[src/wpo_pkg.sv]
// ----------------------------------------------------------------------------
// wpo_pkg
// Shared types, constants, constant tables and the microprogram of the Wnt
// pathway derivative core.
// ----------------------------------------------------------------------------
package wpo_pkg;

    localparam int WORD_WIDTH = 48;
    localparam int FRAC_BITS  = 24;
    localparam int NUM_VARS   = 17;
    localparam int IDX_W      = 5;
    localparam logic [IDX_W-1:0] LAST_INDEX = IDX_W'(NUM_VARS - 1);
    localparam int RF_DEPTH   = 32;
    localparam int RF_AW      = 5;
    localparam int ADDR_W     = 3;
    localparam int CNT_W      = $clog2(WORD_WIDTH + FRAC_BITS + 1);

    // Register indexes on the configuration port.
    localparam logic REG_MUTATION   = 1'b0;
    localparam logic REG_HYPOTHESIS = 1'b1;

    // Mutation codes.
    localparam logic [2:0] MUT_APC_ONE  = 3'd2;
    localparam logic [2:0] MUT_APC_TWO  = 3'd3;
    localparam logic [2:0] MUT_BCAT_ONE = 3'd4;

    typedef logic signed [WORD_WIDTH-1:0] word_t;

    typedef struct packed {
        word_t state_value;
        logic  last_variable;
    } in_item_t;

    typedef struct packed {
        word_t            derivative_value;
        logic [IDX_W-1:0] variable_index;
        logic             last_result;
    } out_item_t;

    typedef enum logic [2:0] {
        OP_LD, OP_ST, OP_ADD, OP_SUB, OP_MUL, OP_DIV, OP_EMIT
    } op_t;

    typedef struct packed {
        op_t        op;
        logic [5:0] src;
    } instr_t;

    typedef enum logic [1:0] {
        SEQ_LOAD, SEQ_FETCH, SEQ_WAIT, SEQ_EMIT
    } seq_state_t;

    typedef enum logic [1:0] {
        AU_IDLE, AU_MUL, AU_DIV, AU_FIN
    } au_state_t;

    typedef struct packed {
        logic start;
        op_t  op;
    } arith_req_t;

    typedef struct packed {
        logic done;
    } arith_rsp_t;

    localparam word_t WORD_MAX = {1'b0, {(WORD_WIDTH-1){1'b1}}};
    localparam word_t WORD_MIN = {1'b1, {(WORD_WIDTH-1){1'b0}}};

    // Operand sources: register file slots, then constants with the top bit set.
    localparam logic [5:0] R_D   = 6'd0,  R_X   = 6'd1,  R_CU  = 6'd2,  R_CO  = 6'd3;
    localparam logic [5:0] R_CC  = 6'd4,  R_MO  = 6'd5,  R_MC  = 6'd6,  R_A   = 6'd7;
    localparam logic [5:0] R_CA  = 6'd8,  R_MA  = 6'd9,  R_T   = 6'd10, R_COT = 6'd11;
    localparam logic [5:0] R_CCT = 6'd12, R_MOT = 6'd13, R_MCT = 6'd14, R_Y   = 6'd15;
    localparam logic [5:0] R_SW  = 6'd16;
    localparam logic [5:0] T_CF  = 6'd17, T_CT  = 6'd18, T_MF  = 6'd19, T_MT  = 6'd20;
    localparam logic [5:0] T_DD  = 6'd21, T_DXH = 6'd22, T_PCH = 6'd23, T_KC  = 6'd24;
    localparam logic [5:0] T_CFKD = 6'd25, T_TCF = 6'd26, T_TCFDC = 6'd27;
    localparam logic [5:0] T_TCAF = 6'd28, T_P100D = 6'd29, T_OMX = 6'd30, T_S = 6'd31;
    localparam logic [5:0] T_W1  = 6'd21, T_W2  = 6'd22;
    localparam logic [5:0] C_ZERO = 6'd32, C_K1 = 6'd33, C_K2 = 6'd34, C_K5 = 6'd35;
    localparam logic [5:0] C_K10 = 6'd36, C_K20 = 6'd37, C_K25 = 6'd38, C_K30 = 6'd39;
    localparam logic [5:0] C_K50 = 6'd40, C_K100 = 6'd41, C_K200 = 6'd42;
    localparam logic [5:0] C_K250 = 6'd43, C_K350 = 6'd44, C_K750 = 6'd45;
    localparam logic [5:0] C_OMSD = 6'd46, C_OMSB = 6'd47, C_SB = 6'd48;
    localparam logic [5:0] C_XIC = 6'd49, C_DT = 6'd50;

    // Integer rate constant in fixed point, saturated to the word.
    function automatic word_t kint(longint n);
        longint lim;
        lim = longint'(1) << (WORD_WIDTH - 1 - FRAC_BITS);
        if (n >= lim) begin
            return WORD_MAX;
        end
        return word_t'(n << FRAC_BITS);
    endfunction

    localparam word_t K_HALF = word_t'(longint'(1) << (FRAC_BITS - 1));
    localparam word_t K_ONE  = kint(1);
    localparam word_t K_DT   = word_t'(((longint'(4) << FRAC_BITS) + 5) / 10);

    function automatic word_t const_value(logic [5:0] src, logic [2:0] mut, logic hyp);
        word_t omsd;
        word_t sb;
        omsd = K_ONE;
        sb   = '0;
        if (mut == MUT_APC_ONE) begin
            omsd = K_HALF;
        end else if (mut == MUT_APC_TWO) begin
            omsd = '0;
        end else if (mut == MUT_BCAT_ONE) begin
            sb = K_HALF;
        end
        case (src)
            C_K1:    return K_ONE;
            C_K2:    return kint(2);
            C_K5:    return kint(5);
            C_K10:   return kint(10);
            C_K20:   return kint(20);
            C_K25:   return kint(25);
            C_K30:   return kint(30);
            C_K50:   return kint(50);
            C_K100:  return kint(100);
            C_K200:  return kint(200);
            C_K250:  return kint(250);
            C_K350:  return kint(350);
            C_K750:  return kint(750);
            C_OMSD:  return omsd;
            C_OMSB:  return K_ONE - sb;
            C_SB:    return sb;
            C_XIC:   return hyp ? kint(5000) : '0;
            C_DT:    return K_DT;
            default: return '0;
        endcase
    endfunction

    function automatic instr_t mk(op_t op, logic [5:0] src);
        instr_t i;
        i.op  = op;
        i.src = src;
        return i;
    endfunction

    localparam int PROG_LEN = 242;
    localparam int PC_W     = $clog2(PROG_LEN);

    // Accumulator microprogram: LD loads, ST stores, arithmetic ops combine the
    // accumulator with the operand, EMIT sends the accumulator as a result.
    localparam instr_t PROG [PROG_LEN] = '{
        // shared terms
        mk(OP_LD, R_CC),  mk(OP_ADD, R_CO),  mk(OP_ST, T_CF),
        mk(OP_LD, R_CCT), mk(OP_ADD, R_COT), mk(OP_ST, T_CT),
        mk(OP_LD, R_MC),  mk(OP_ADD, R_MO),  mk(OP_ST, T_MF),
        mk(OP_LD, R_MCT), mk(OP_ADD, R_MOT), mk(OP_ST, T_MT),
        mk(OP_LD, C_K5),  mk(OP_MUL, R_SW),  mk(OP_ADD, C_K5),  mk(OP_ST, T_DD),
        mk(OP_LD, C_K200), mk(OP_MUL, R_SW), mk(OP_ADD, C_K100), mk(OP_ST, T_DXH),
        mk(OP_LD, C_XIC), mk(OP_MUL, R_SW),  mk(OP_ST, T_PCH),
        mk(OP_LD, R_CO),  mk(OP_ADD, R_MO),  mk(OP_ADD, C_K200), mk(OP_ST, T_KC),
        mk(OP_LD, T_CF),  mk(OP_ADD, C_K5),  mk(OP_ST, T_CFKD),
        mk(OP_LD, C_K30), mk(OP_MUL, R_T),   mk(OP_ST, T_TCF),
        mk(OP_LD, T_TCF), mk(OP_ADD, C_K1),  mk(OP_ST, T_TCFDC),
        mk(OP_LD, C_K250), mk(OP_MUL, R_A),  mk(OP_ADD, T_TCF), mk(OP_ADD, C_K1),
        mk(OP_ST, T_TCAF),
        mk(OP_LD, C_K100), mk(OP_MUL, R_D),  mk(OP_ST, T_P100D),
        mk(OP_LD, C_OMSD), mk(OP_MUL, C_K100), mk(OP_MUL, R_X), mk(OP_ST, T_OMX),
        // D
        mk(OP_LD, T_DD),  mk(OP_ADD, T_DD),  mk(OP_MUL, R_D),   mk(OP_ST, T_S),
        mk(OP_LD, T_OMX), mk(OP_SUB, T_S),   mk(OP_EMIT, C_ZERO),
        // X
        mk(OP_LD, T_DXH), mk(OP_MUL, R_X),   mk(OP_ST, T_S),    mk(OP_LD, C_K10),
        mk(OP_SUB, T_OMX), mk(OP_SUB, T_S),  mk(OP_ST, T_DXH),  mk(OP_LD, T_DD),
        mk(OP_MUL, R_D),  mk(OP_ADD, T_DXH), mk(OP_EMIT, C_ZERO),
        // Cu
        mk(OP_LD, C_K50), mk(OP_MUL, R_CU),  mk(OP_ST, T_S),    mk(OP_LD, T_P100D),
        mk(OP_MUL, T_CF), mk(OP_DIV, T_CFKD), mk(OP_SUB, T_S),  mk(OP_EMIT, C_ZERO),
        // Co
        mk(OP_LD, T_PCH), mk(OP_MUL, R_CO),  mk(OP_DIV, T_KC),  mk(OP_ST, T_W1),
        mk(OP_LD, C_K350), mk(OP_MUL, R_CA), mk(OP_ST, T_S),    mk(OP_LD, C_OMSB),
        mk(OP_MUL, C_K25), mk(OP_ADD, T_S),  mk(OP_ST, T_W2),
        mk(OP_LD, C_K750), mk(OP_MUL, R_COT), mk(OP_ADD, T_W2), mk(OP_ST, T_W2),
        mk(OP_LD, T_TCAF), mk(OP_MUL, R_CO), mk(OP_ST, T_S),    mk(OP_LD, T_W2),
        mk(OP_SUB, T_S),  mk(OP_SUB, T_W1),  mk(OP_ST, T_W2),
        mk(OP_LD, T_P100D), mk(OP_MUL, R_CO), mk(OP_DIV, T_CFKD), mk(OP_ST, T_S),
        mk(OP_LD, T_W2),  mk(OP_SUB, T_S),   mk(OP_EMIT, C_ZERO),
        // Cc
        mk(OP_LD, C_K750), mk(OP_MUL, R_CCT), mk(OP_ADD, T_W1), mk(OP_ST, T_W2),
        mk(OP_LD, T_TCFDC), mk(OP_MUL, R_CC), mk(OP_ST, T_S),   mk(OP_LD, T_W2),
        mk(OP_SUB, T_S),  mk(OP_ST, T_W2),
        mk(OP_LD, T_P100D), mk(OP_MUL, R_CC), mk(OP_DIV, T_CFKD), mk(OP_ST, T_S),
        mk(OP_LD, T_W2),  mk(OP_SUB, T_S),   mk(OP_EMIT, C_ZERO),
        // Mo
        mk(OP_LD, T_PCH), mk(OP_MUL, R_MO),  mk(OP_DIV, T_KC),  mk(OP_ST, T_W1),
        mk(OP_LD, C_K350), mk(OP_MUL, R_MA), mk(OP_ST, T_S),    mk(OP_LD, C_SB),
        mk(OP_MUL, C_K25), mk(OP_ADD, T_S),  mk(OP_ST, T_W2),
        mk(OP_LD, C_K750), mk(OP_MUL, R_MOT), mk(OP_ADD, T_W2), mk(OP_ST, T_W2),
        mk(OP_LD, T_TCAF), mk(OP_MUL, R_MO), mk(OP_ST, T_S),    mk(OP_LD, T_W2),
        mk(OP_SUB, T_S),  mk(OP_SUB, T_W1),  mk(OP_EMIT, C_ZERO),
        // Mc
        mk(OP_LD, T_TCFDC), mk(OP_MUL, R_MC), mk(OP_ST, T_S),   mk(OP_LD, C_K750),
        mk(OP_MUL, R_MCT), mk(OP_ADD, T_W1), mk(OP_SUB, T_S),   mk(OP_EMIT, C_ZERO),
        // A
        mk(OP_LD, R_CO),  mk(OP_ADD, R_MO),  mk(OP_MUL, C_K250), mk(OP_ADD, C_K2),
        mk(OP_MUL, R_A),  mk(OP_ST, T_S),    mk(OP_LD, R_CA),   mk(OP_ADD, R_MA),
        mk(OP_MUL, C_K350), mk(OP_ADD, C_K20), mk(OP_SUB, T_S), mk(OP_EMIT, C_ZERO),
        // Ca
        mk(OP_LD, C_K350), mk(OP_MUL, R_CA), mk(OP_ST, T_S),    mk(OP_LD, C_K250),
        mk(OP_MUL, R_CO), mk(OP_MUL, R_A),   mk(OP_SUB, T_S),   mk(OP_EMIT, C_ZERO),
        // Ma
        mk(OP_LD, C_K350), mk(OP_MUL, R_MA), mk(OP_ST, T_S),    mk(OP_LD, C_K250),
        mk(OP_MUL, R_MO), mk(OP_MUL, R_A),   mk(OP_SUB, T_S),   mk(OP_EMIT, C_ZERO),
        // T
        mk(OP_LD, T_CF),  mk(OP_ADD, T_MF),  mk(OP_MUL, C_K30), mk(OP_MUL, R_T),
        mk(OP_ST, T_S),   mk(OP_LD, C_DT),   mk(OP_MUL, R_T),   mk(OP_ST, T_W1),
        mk(OP_LD, T_CT),  mk(OP_ADD, T_MT),  mk(OP_MUL, C_K750), mk(OP_ADD, C_K10),
        mk(OP_SUB, T_S),  mk(OP_SUB, T_W1),  mk(OP_EMIT, C_ZERO),
        // Cot
        mk(OP_LD, C_K750), mk(OP_MUL, R_COT), mk(OP_ST, T_S),   mk(OP_LD, C_K30),
        mk(OP_MUL, R_CO), mk(OP_MUL, R_T),   mk(OP_SUB, T_S),   mk(OP_EMIT, C_ZERO),
        // Cct
        mk(OP_LD, C_K750), mk(OP_MUL, R_CCT), mk(OP_ST, T_S),   mk(OP_LD, C_K30),
        mk(OP_MUL, R_CC), mk(OP_MUL, R_T),   mk(OP_SUB, T_S),   mk(OP_EMIT, C_ZERO),
        // Mot
        mk(OP_LD, C_K750), mk(OP_MUL, R_MOT), mk(OP_ST, T_S),   mk(OP_LD, C_K30),
        mk(OP_MUL, R_MO), mk(OP_MUL, R_T),   mk(OP_SUB, T_S),   mk(OP_EMIT, C_ZERO),
        // Mct
        mk(OP_LD, C_K750), mk(OP_MUL, R_MCT), mk(OP_ST, T_S),   mk(OP_LD, C_K30),
        mk(OP_MUL, R_MC), mk(OP_MUL, R_T),   mk(OP_SUB, T_S),   mk(OP_EMIT, C_ZERO),
        // Y
        mk(OP_LD, T_CT),  mk(OP_ADD, T_MT),  mk(OP_ST, T_W1),   mk(OP_ADD, C_K50),
        mk(OP_ST, T_W2),  mk(OP_LD, T_W1),   mk(OP_MUL, C_K10), mk(OP_DIV, T_W2),
        mk(OP_ST, T_S),   mk(OP_LD, C_K1),   mk(OP_MUL, R_Y),   mk(OP_ST, T_W1),
        mk(OP_LD, T_S),   mk(OP_SUB, T_W1),  mk(OP_EMIT, C_ZERO),
        // stimulus
        mk(OP_LD, C_ZERO), mk(OP_EMIT, C_ZERO)
    };

endpackage

[src/wnt_pathway_ode_rhs_core.sv]
// ----------------------------------------------------------------------------
// wnt_pathway_ode_rhs_core
// Right-hand side of the Wnt pathway ODE for one cell, in saturating fixed point.
// ----------------------------------------------------------------------------
// The core takes the 17 concentrations of one cell's state, one transfer each,
// in variable order; the seventeenth (or any transfer marked last_variable) is
// the Wnt stimulus and starts evaluation with the slots as they stand.
// Evaluation runs a fixed microprogram of 242 steps on one shared arithmetic
// unit: a load step fills the accumulator, a store step writes it to the
// register file, a result step waits for the result side to be ready, and
// add, subtract, multiply and divide go to the arithmetic unit, the multiply
// and divide through bit-serial loops (a zero divisor skips the divide loop).
// The program holds 56 multiplies and 6 divides. The 17 derivatives leave in
// index order; the input side is not ready from the stimulus until the last
// derivative has been transferred. Configuration (mutation_state at byte 0,
// hypothesis_two at byte 4) is to be written over the APB port only while the
// core is idle; the core has no check for this, and it has no clearing pass.
module wnt_pathway_ode_rhs_core (
    input  logic                         aclk,
    input  logic                         aresetn,
    input  logic                         s_valid,
    output logic                         s_ready,
    input  wpo_pkg::in_item_t            s_data,
    output logic                         m_valid,
    input  logic                         m_ready,
    output wpo_pkg::out_item_t           m_data,
    input  logic                         psel,
    input  logic                         penable,
    input  logic                         pwrite,
    input  logic [wpo_pkg::ADDR_W-1:0]   paddr,
    input  logic [31:0]                  pwdata,
    output logic [31:0]                  prdata,
    output logic                         pready
);
    import wpo_pkg::*;

    seq_state_t        state_reg, state_next;
    logic [PC_W-1:0]   pc_reg, pc_next;
    logic [IDX_W-1:0]  load_count_reg, load_count_next;
    logic [IDX_W-1:0]  out_idx_reg, out_idx_next;
    word_t             acc_reg, acc_next;
    logic              m_valid_reg, m_valid_next;
    out_item_t         m_data_reg, m_data_next;
    logic [2:0]        mutation_reg;
    logic              hyp_reg;
    word_t             rf_reg [RF_DEPTH];

    logic              rf_we;
    logic [RF_AW-1:0]  rf_waddr;
    word_t             rf_wdata;
    instr_t            instr;
    word_t             operand;
    arith_req_t        au_req;
    arith_rsp_t        au_rsp;
    word_t             au_result;
    logic              s_take;

    // Configuration port: writes land on the access phase, reads are direct.
    assign pready = 1'b1;
    assign prdata = (paddr[2] == REG_HYPOTHESIS) ? {31'd0, hyp_reg} : {29'd0, mutation_reg};

    always_ff @(posedge aclk) begin
        if (!aresetn) begin
            mutation_reg <= '0;
            hyp_reg      <= 1'b0;
        end else if (psel && penable && pwrite) begin
            if (paddr[2] == REG_MUTATION) begin
                mutation_reg <= pwdata[2:0];
            end else begin
                hyp_reg <= pwdata[0];
            end
        end
    end

    // The current step reads its operand either from a constant or from the
    // register file, which holds the loaded state and the scratch terms.
    assign instr   = PROG[pc_reg];
    assign operand = instr.src[5] ? const_value(instr.src, mutation_reg, hyp_reg)
                                  : rf_reg[instr.src[RF_AW-1:0]];
    assign s_take  = s_valid && s_ready;
    assign s_ready = (state_reg == SEQ_LOAD);

    always_comb begin
        state_next      = state_reg;
        pc_next         = pc_reg;
        load_count_next = load_count_reg;
        out_idx_next    = out_idx_reg;
        acc_next        = acc_reg;
        m_valid_next    = m_valid_reg;
        m_data_next     = m_data_reg;
        rf_we           = 1'b0;
        rf_waddr        = instr.src[RF_AW-1:0];
        rf_wdata        = acc_reg;
        au_req.start    = 1'b0;
        au_req.op       = instr.op;
        unique case (state_reg)
            SEQ_LOAD: begin
                if (s_take) begin
                    rf_we    = 1'b1;
                    rf_wdata = s_data.state_value;
                    // A marked transfer, or the seventeenth, is the stimulus.
                    if (s_data.last_variable || load_count_reg == LAST_INDEX) begin
                        rf_waddr        = RF_AW'(LAST_INDEX);
                        load_count_next = '0;
                        pc_next         = '0;
                        out_idx_next    = '0;
                        state_next      = SEQ_FETCH;
                    end else begin
                        rf_waddr        = RF_AW'(load_count_reg);
                        load_count_next = load_count_reg + 1'b1;
                    end
                end
            end
            SEQ_FETCH: begin
                unique case (instr.op)
                    OP_LD: begin
                        acc_next = operand;
                        pc_next  = pc_reg + 1'b1;
                    end
                    OP_ST: begin
                        rf_we   = 1'b1;
                        pc_next = pc_reg + 1'b1;
                    end
                    OP_EMIT: begin
                        m_valid_next                 = 1'b1;
                        m_data_next.derivative_value = acc_reg;
                        m_data_next.variable_index   = out_idx_reg;
                        m_data_next.last_result      = (out_idx_reg == LAST_INDEX);
                        state_next                   = SEQ_EMIT;
                    end
                    default: begin
                        au_req.start = 1'b1;
                        state_next   = SEQ_WAIT;
                    end
                endcase
            end
            SEQ_WAIT: begin
                if (au_rsp.done) begin
                    acc_next   = au_result;
                    pc_next    = pc_reg + 1'b1;
                    state_next = SEQ_FETCH;
                end
            end
            SEQ_EMIT: begin
                if (m_ready) begin
                    m_valid_next = 1'b0;
                    if (out_idx_reg == LAST_INDEX) begin
                        pc_next    = '0;
                        state_next = SEQ_LOAD;
                    end else begin
                        out_idx_next = out_idx_reg + 1'b1;
                        pc_next      = pc_reg + 1'b1;
                        state_next   = SEQ_FETCH;
                    end
                end
            end
            default: state_next = SEQ_LOAD;
        endcase
    end

    always_ff @(posedge aclk) begin
        if (!aresetn) begin
            state_reg      <= SEQ_LOAD;
            pc_reg         <= '0;
            load_count_reg <= '0;
            out_idx_reg    <= '0;
            m_valid_reg    <= 1'b0;
        end else begin
            state_reg      <= state_next;
            pc_reg         <= pc_next;
            load_count_reg <= load_count_next;
            out_idx_reg    <= out_idx_next;
            m_valid_reg    <= m_valid_next;
        end
        acc_reg    <= acc_next;
        m_data_reg <= m_data_next;
        if (rf_we) begin
            rf_reg[rf_waddr] <= rf_wdata;
        end
    end

    wpo_arith_unit u_arith (
        .aclk    (aclk),
        .aresetn (aresetn),
        .req     (au_req),
        .a       (acc_reg),
        .b       (operand),
        .rsp     (au_rsp),
        .result  (au_result)
    );

    assign m_valid = m_valid_reg;
    assign m_data  = m_data_reg;

endmodule

[src/wpo_arith_unit.sv]
// ----------------------------------------------------------------------------
// wpo_arith_unit
// Shared saturating fixed-point unit: registered add and subtract, a
// shift-add multiplier one bit a cycle and a restoring divider one bit a cycle.
// ----------------------------------------------------------------------------
module wpo_arith_unit (
    input  logic               aclk,
    input  logic               aresetn,
    input  wpo_pkg::arith_req_t req,
    input  wpo_pkg::word_t     a,
    input  wpo_pkg::word_t     b,
    output wpo_pkg::arith_rsp_t rsp,
    output wpo_pkg::word_t     result
);
    import wpo_pkg::*;

    localparam int W  = WORD_WIDTH;
    localparam int F  = FRAC_BITS;
    localparam int QW = 2 * W;

    au_state_t         state_reg, state_next;
    logic [CNT_W-1:0]  cnt_reg, cnt_next;
    logic [W-1:0]      hi_reg, hi_next, lo_reg, lo_next;
    logic [W-1:0]      ma_reg, ma_next, mb_reg, mb_next;
    logic [W:0]        rem_reg, rem_next;
    logic [W+F-1:0]    num_reg, num_next, quo_reg, quo_next;
    logic              neg_reg, neg_next, mul_reg, mul_next;
    logic              done_reg, done_next;
    word_t             res_reg, res_next;

    logic [W:0]        sum;
    logic [W:0]        psum;
    logic [W:0]        rs;
    logic [QW-1:0]     qfull, lim, msat;
    logic [W-1:0]      mag_a, mag_b;

    always_comb begin
        mag_a = a[W-1] ? W'(-a) : W'(a);
        mag_b = b[W-1] ? W'(-b) : W'(b);
        if (req.op == OP_SUB) begin
            sum = {a[W-1], a} - {b[W-1], b};
        end else begin
            sum = {a[W-1], a} + {b[W-1], b};
        end
        psum  = {1'b0, hi_reg} + (mb_reg[0] ? {1'b0, ma_reg} : '0);
        rs    = {rem_reg[W-1:0], num_reg[W+F-1]};
        qfull = mul_reg ? ({hi_reg, lo_reg} >> F) : QW'(quo_reg);
        lim   = (QW'(1) << (W - 1)) - (neg_reg ? QW'(0) : QW'(1));
        msat  = (qfull > lim) ? lim : qfull;
    end

    always_comb begin
        state_next = state_reg;
        cnt_next   = cnt_reg;
        hi_next    = hi_reg;
        lo_next    = lo_reg;
        ma_next    = ma_reg;
        mb_next    = mb_reg;
        rem_next   = rem_reg;
        num_next   = num_reg;
        quo_next   = quo_reg;
        neg_next   = neg_reg;
        mul_next   = mul_reg;
        res_next   = res_reg;
        done_next  = 1'b0;
        unique case (state_reg)
            AU_IDLE: begin
                if (req.start) begin
                    neg_next = a[W-1] ^ b[W-1];
                    ma_next  = mag_a;
                    mb_next  = mag_b;
                    hi_next  = '0;
                    lo_next  = '0;
                    rem_next = '0;
                    quo_next = '0;
                    num_next = {mag_a, {F{1'b0}}};
                    priority case (req.op)
                        OP_MUL: begin
                            mul_next   = 1'b1;
                            cnt_next   = CNT_W'(W - 1);
                            state_next = AU_MUL;
                        end
                        OP_DIV: begin
                            mul_next = 1'b0;
                            cnt_next = CNT_W'(W + F - 1);
                            if (b == '0) begin
                                // A nonzero over zero saturates by its sign; 0/0 gives zero.
                                if (a == '0) begin
                                    res_next = '0;
                                end else begin
                                    res_next = a[W-1] ? WORD_MIN : WORD_MAX;
                                end
                                done_next = 1'b1;
                            end else begin
                                state_next = AU_DIV;
                            end
                        end
                        default: begin
                            if (sum[W] != sum[W-1]) begin
                                res_next = sum[W] ? WORD_MIN : WORD_MAX;
                            end else begin
                                res_next = word_t'(sum[W-1:0]);
                            end
                            done_next = 1'b1;
                        end
                    endcase
                end
            end
            AU_MUL: begin
                hi_next = psum[W:1];
                lo_next = {psum[0], lo_reg[W-1:1]};
                mb_next = mb_reg >> 1;
                if (cnt_reg == '0) begin
                    state_next = AU_FIN;
                end else begin
                    cnt_next = cnt_reg - 1'b1;
                end
            end
            AU_DIV: begin
                if (rs >= {1'b0, mb_reg}) begin
                    rem_next = rs - {1'b0, mb_reg};
                    quo_next = {quo_reg[W+F-2:0], 1'b1};
                end else begin
                    rem_next = rs;
                    quo_next = {quo_reg[W+F-2:0], 1'b0};
                end
                num_next = num_reg << 1;
                if (cnt_reg == '0) begin
                    state_next = AU_FIN;
                end else begin
                    cnt_next = cnt_reg - 1'b1;
                end
            end
            AU_FIN: begin
                res_next   = neg_reg ? word_t'(-msat[W-1:0]) : word_t'(msat[W-1:0]);
                done_next  = 1'b1;
                state_next = AU_IDLE;
            end
            default: state_next = AU_IDLE;
        endcase
    end

    always_ff @(posedge aclk) begin
        if (!aresetn) begin
            state_reg <= AU_IDLE;
            done_reg  <= 1'b0;
        end else begin
            state_reg <= state_next;
            done_reg  <= done_next;
        end
        cnt_reg <= cnt_next;
        hi_reg  <= hi_next;
        lo_reg  <= lo_next;
        ma_reg  <= ma_next;
        mb_reg  <= mb_next;
        rem_reg <= rem_next;
        num_reg <= num_next;
        quo_reg <= quo_next;
        neg_reg <= neg_next;
        mul_reg <= mul_next;
        res_reg <= res_next;
    end

    assign rsp.done = done_reg;
    assign result   = res_reg;

endmodule

[config.mk]
export PLATFORM = sky130hd
export DESIGN_NAME = wnt_pathway_ode_rhs_core
export DESIGN_NICKNAME = d
export VERILOG_FILES = /design/src/wpo_pkg.sv /design/src/wnt_pathway_ode_rhs_core.sv /design/src/wpo_arith_unit.sv
export SDC_FILE = /design/constraint.sdc
export NUM_CORES = 2
export LEC_CHECK = 0
export ABC_CLOCK_PERIOD_IN_PS = 17100
export BUFFER_PORTS_ARGS = -buffer_cell sky130_fd_sc_hd__buf_2
export CAP_MARGIN = 20
export CORE_UTILIZATION = 34
export CTS_CLUSTER_SIZE = 16
export DETAILED_ROUTE_END_ITERATION = 6
export GPL_ROUTABILITY_DRIVEN = 1
export GPL_TIMING_DRIVEN = 0
export PLACE_DENSITY = 0.55
export SYNTH_ARGS = -nofsm -noshare
export SYNTH_HDL_FRONTEND = slang
export SYNTH_SLANG_ARGS = --single-unit
[constraint.sdc]
create_clock -name aclk -period 17.1 [get_ports aclk]
set_clock_uncertainty 0.05 [all_clocks]
set_input_delay 3.42 -clock aclk [delete_from_list [all_inputs] [get_ports aclk]]
set_output_delay 3.42 -clock aclk [all_outputs]
set_load 0.005 [all_outputs]
# Word-level counts from Yosys, hierarchy flattened
# Memory sizes are Yosys's and may differ from the RTL's.
# Index checks and enable logic that the tools add are counted.
# Widths: inputs -> output; s select.
# word_totals
ramBits	1536
mem_bits_ro	2304
inputBits	91
mem_count	2
latch_bits	0
out_inout_bits	89
elab_cells	225
reg_bits	571
# memory_table
memory	words	width	rd	rd_clocked_by_memory_dff	write_ports	line	rtl
(name not given)	256	9	1	0	0	wnt_pathway_ode_rhs_core.sv:77	assign instr = PROG[pc_reg];
rf_reg	32	48	1	0	1	wnt_pathway_ode_rhs_core.sv:46	word_t rf_reg [RF_DEPTH];
# classes
bitwise	3
n_reduce_logical	37
addsub	13
order_cmp	3
div_mod_pow	0
muxes	92
shift	0
n_eq_ne	51
n_mul	0
# op_table
op	n
$mux 48	20
$pmux 48 s18	1
$pmux 48 s2	7
$pmux 72 s2	2
$mux 72	3
$neg 48->48	3
$eq 6x6->1 const B	18
$gt 72x96->1	1
$logic_not 48->1	2
$mux 24	3
$mux 25	2
$add 48x48->49	1
$add 48x49->49	1
$ge 49x48->1	1
$mux 49	1
$sub 48x1->49 const A	1
$sub 48x48->49	1
$mux 8	6
$sub 26x48->48 const A	1
$sub 48x48->48	1
$mux 5	8
$mux 37	1
$pmux 8 s4	1
$pmux 7 s2	2
40 further kinds	111

# Longest topological paths before layout
# depth
ltp_word	14
mapped_depth	50
ltp_nobuf	41

# Modules after synthesis
# A second synthesis with hierarchy kept.
# unflattened
hier_cells	8098
hier_area_um2	100433.8
# modules_own_cells
module	seq_area_each_um2	n_inst	area_per_inst_um2	cells_per_inst
wnt_pathway_ode_rhs_core	49687.7	1	70729.1	4929
wpo_arith_unit	11861.4	1	29704.7	3169

# Worst setup path before layout
# OpenSTA, ideal clock, no wires.
# synth_timing
kind	register -> register
from	register u_arith.state_reg[0]
to	register u_arith.num_reg[24] (enable)
stages_incl_launch_ff	7
path_buffers	2
t_arrival_ps	12875
period_less_slack_ps	13853
setup_slack_ps	3247
cell_sequence	dfxtp_1 -> inv_1 -> ha_1 -> inv_1 -> clkbuf_1 -> clkbuf_1 -> o21ai_0
# synth_between
elab_chain_cells	3
# synth_lines
element	line	rtl
start, declared	wpo_arith_unit.sv:21	au_state_t state_reg, state_next;
start signal, assigned	wpo_arith_unit.sv:148	state_reg <= state_next;
$eq 2x2->1 or $logic_not 2->1 (tied branches)	wpo_arith_unit.sv:66	unique case (state_reg)
$reduce_bool 2->1 (no line) or $ne 2x2->1 (tied branches)	n/a	
$reduce_and 2->1 (no line) (*)	n/a	
end signal, assigned	wpo_arith_unit.sv:157	num_reg <= num_next;
end, declared	wpo_arith_unit.sv:26	logic [W+F-1:0] num_reg, num_next, quo_reg, quo_next;
# Mark *: on every way between the ends. The rest lies on a longest branch, timed or not.
# A chain may end at the register's enable or synchronous reset.

# Worst setup path in the final report
# layout_timing
from	register pc_reg[1]
to	register u_arith.res_reg[5], in the netlist u_arith.result[5], data pin
# layout_between
elab_chain_cells	14
# layout_lines
element	line	rtl
start, declared	wnt_pathway_ode_rhs_core.sv:38	logic [PC_W-1:0] pc_reg, pc_next;
start signal, assigned	wnt_pathway_ode_rhs_core.sv:170	pc_reg <= pc_next;
$not 8->9 (not written as such) (*)	wnt_pathway_ode_rhs_core.sv:77	
$mem_v2 256x9 (*)	n/a	
$mux 9 (not written as such) (*) (2 in series)	wnt_pathway_ode_rhs_core.sv:77	
branches (longest 7 deep; another with $add 48x48->49)	n/a	
$pmux 48 s2 (*)	wpo_arith_unit.sv:77	priority case (req.op)
$mux 48 (*)	wpo_arith_unit.sv:68	if (req.start) begin
$pmux 48 s2 (*)	wpo_arith_unit.sv:66	
net u_arith.res_next[5]	wpo_arith_unit.sv:29	word_t res_reg, res_next;
end signal, assigned	wpo_arith_unit.sv:161	res_reg <= res_next;
end, declared	wpo_arith_unit.sv:29	
# Mark *: on every way through the listed nets, which the timed path passes. The select of a mux whose other input is x is not followed.

==> metrics <==
critical path class=reg2reg; H-Tree Depth=4; Placed Instances=12,440; First DRT Iteration DRCs=12,610; count of cell types in the netlist=120; # fillers=27,390; crit-path max FO=13; Final min period=16,910 ps; FF-to-FF Start=pc_reg[1]; grt ovf=0; clk slew on worst S/H paths=60 ps; Port Buffers=118; worst slew pin tran=1501 ps; share of layout cells above drive strength 1=14.13%; Max Root-Sink Buffers=4; Yosys reg bits=2,059; dpl ws=101.6 ps; final hold violation count=0; vias per cell=6.063; Max Freq=59.13 MHz; initial antenna violation count=33; Synth Area per Inst=12.22 um^2; Non-Filler Instances=12,890; violated checks=max-slew violations; CP arrival=17,450 ps; crit-path max cell delay=960 ps; Synth Instances=8,197; Initial Util=34.30%; Post-route DRC=0; Post-DP HPWL=334.4 mm; Startpoint Class=flip-flop; Hold Startpoint=out_idx_reg[4]; outcome=finished with violations; Max-cap violations=0; TritonCTS Buffers=225; commonest register cell after synthesis=edfxtp_1; share of the yosys chip area belonging to registers=61.44%; WL final=463.7 mm; Hold Slack=442.8 ps; clock sink count=2,059; CP Data Required Time=17,640 ps; final setup vio count=0; routed length per placed instance=35.98 um; min setup slack post-route=188.6 ps; Mapped Area=100,200 um^2; largest net degree at the start of global routing=45; nets@finish=9,103; CP startpoint=pc_reg[1]; Pre-Repair DR Iteration Count=7; vias in the first global route=73,670; Cell Rows=198; Area growth syn-to-layout=17.71%; Die Span Y=544.8 um; async set-reset flop share out of synthesis=0%; Ys Warns=0; CP max stage cell=clkbuf_1; CP endpoint kind=flip-flop; part of the cycle the worst path needs=98.90%; fin. max-slew vios=5; Relative slew margins=-0.05883%; Clock Latency Late Sink=1010 ps; max reg flops=1,536; chip width=544.8 um; Post-synth EDFFs=2,031; cts hold-fix bufs=0; first-pass GRT wire length=622.0 mm; die footprint=296,800 um^2; Hold Path Class=reg2reg; gr usage total=30.53%; Antenna Nets Post-Route=0; IO Pins=180; post-CTS setup buffers=0; Root Driver=clkbuf_16; RSZ-0062 raised after global routing=false; CTS tree=yes; Placer Congestion=0.9800; core area=292,100 um^2; total number of vias=78,150
[metal layers]
| metal | track usage, % | share of wire (%) | vias up |
|---|---|---|---|
| met1 | 37.81 | 37 | 39060 |
| li1 | - | - | 32020 |
| met2 | 46.57 | 43 | 5671 |
| met3 | 8.818 | 12 | 1385 |
| met5 | 0.3896 | 0.052 | - |
| met4 | 19.56 | 7.7 | 16 |
[cells by family after synthesis]
group                    synth area share (%)
flip-flops                              61.44
XOR/XNOR                                2.474
AO/OA/AOI/OAI                           11.03
buffers and inverters                   3.565
multiplexers                            5.265
AND/OR/NAND/NOR                         13.36
other                                0.007497
adder cells (fa/ha/maj)                 2.858
[per-stage QoR]
| step | utilization [%] | instance area [um^2] | TNS [ps] |
|---|---|---|---|
| after floorplan | - | 100300 | 0 |
| after global placement | 36.20 | 105700 | -968370 |
| after detailed placement | 37.70 | 110100 | 0 |
| after CTS | 40.21 | 117400 | 0 |
| after global routing | 40.36 | 117900 | 0 |
| final | 40.37 | 117900 | 0 |
[worst max-delay path, delay by kind of cell, from the launching register on]
family / cells / cell delay [ps]
AOI/OAI and AO/OA: 18 / 6570
xor gates and xnor gates: 1 / 180
adders and majority gates: 3 / 1260
buffers and inverters: 11 / 5120
DFF: 1 / 700
muxes: 1 / 270
and+or+nand+nor: 10 / 2270
[Yosys cell counts (17+ instances only)]
cell type,n,area (um^2)
o31ai_1,36,270.3
a221oi_1,32,280.3
buf_4,108,810.8
o21ai_0,307,1536
inv_1,220,825.8
a21oi_1,361,1807
buf_6,32,360.4
nand3_1,476,2382
o211ai_1,46,345.3
o21ai_1,17,85.08
clkbuf_1,224,840.8
a31oi_1,82,513.0
buf_2,115,575.6
nand2_1,1186,4452
nand2b_1,73,456.7
o211ai_2,27,337.8
edfxtp_1,2031,60990
nor2_1,407,1528
and2_1,168,1051
mux4_2,55,1239
buf_1,39,146.4
a2111oi_0,40,350.3
and3_1,114,713.2
or2_2,31,193.9
ha_1,224,2803
xnor2_1,172,1506
mux2_2,102,1149
nand4_1,66,412.9
mux2i_1,285,2853
nor4_1,49,306.5
nor2b_1,70,437.9
xor2_1,111,972.2
dfxtp_1,28,560.5
or3_1,37,231.5
o22ai_1,33,206.5
a211oi_1,142,1066
a21o_1,93,698.2
o21a_1,34,255.2
a22oi_1,24,180.2
nor3_1,83,415.4
a311oi_1,54,473.0
[layout make-up]
class                   instances  area [um^2]  area share (%)
clock inverters               135         1435           1.217
well taps                    3900         4880           4.138
inverters                     223        837.1          0.7099
clock buffers                 275         5889           4.995
plain buffers                 517         2741           2.325
multi-input cells            5425        35650           30.23
diodes                         22        55.05         0.04669
repair buffers                334         4880           4.138
flip-flops and latches       2059        61550           52.20
[path summary, 6_finish.rpt]
path | to | slack [ps] | cells after the start
setup / recovery | u_arith.result[5] | 190 | 44
hold / removal | m_data[5] | 440 | 0
setup reg to reg | u_arith.result[5] | 190 | 44
hold reg to reg | m_data[5] | 440 | 0
[cells in the final DEF, fill, tap and decap left out, types with 226 or more instances in the layout]
| cell type | instances |
|---|---|
| nand2_1 | 1181 |
| o21ai_0 | 300 |
| buf_2 | 236 |
| mux2i_1 | 285 |
| clkbuf_16 | 226 |
| clkbuf_1 | 259 |
| a21oi_1 | 358 |
| nor2_1 | 371 |
| nand3_1 | 475 |
| edfxtp_1 | 2031 |
[what timing repair did]
item | 4_1_cts | 5_1_grt
gates resized for setup | 0 | 3
setup endpoints to repair | 7 | 47
gates cloned | 0 | 0
pin swaps | 0 | 0
Power is left out: the tool's default activity adds up to more than one toggle a clock period on the data nets, which glitch-free logic cannot reach.
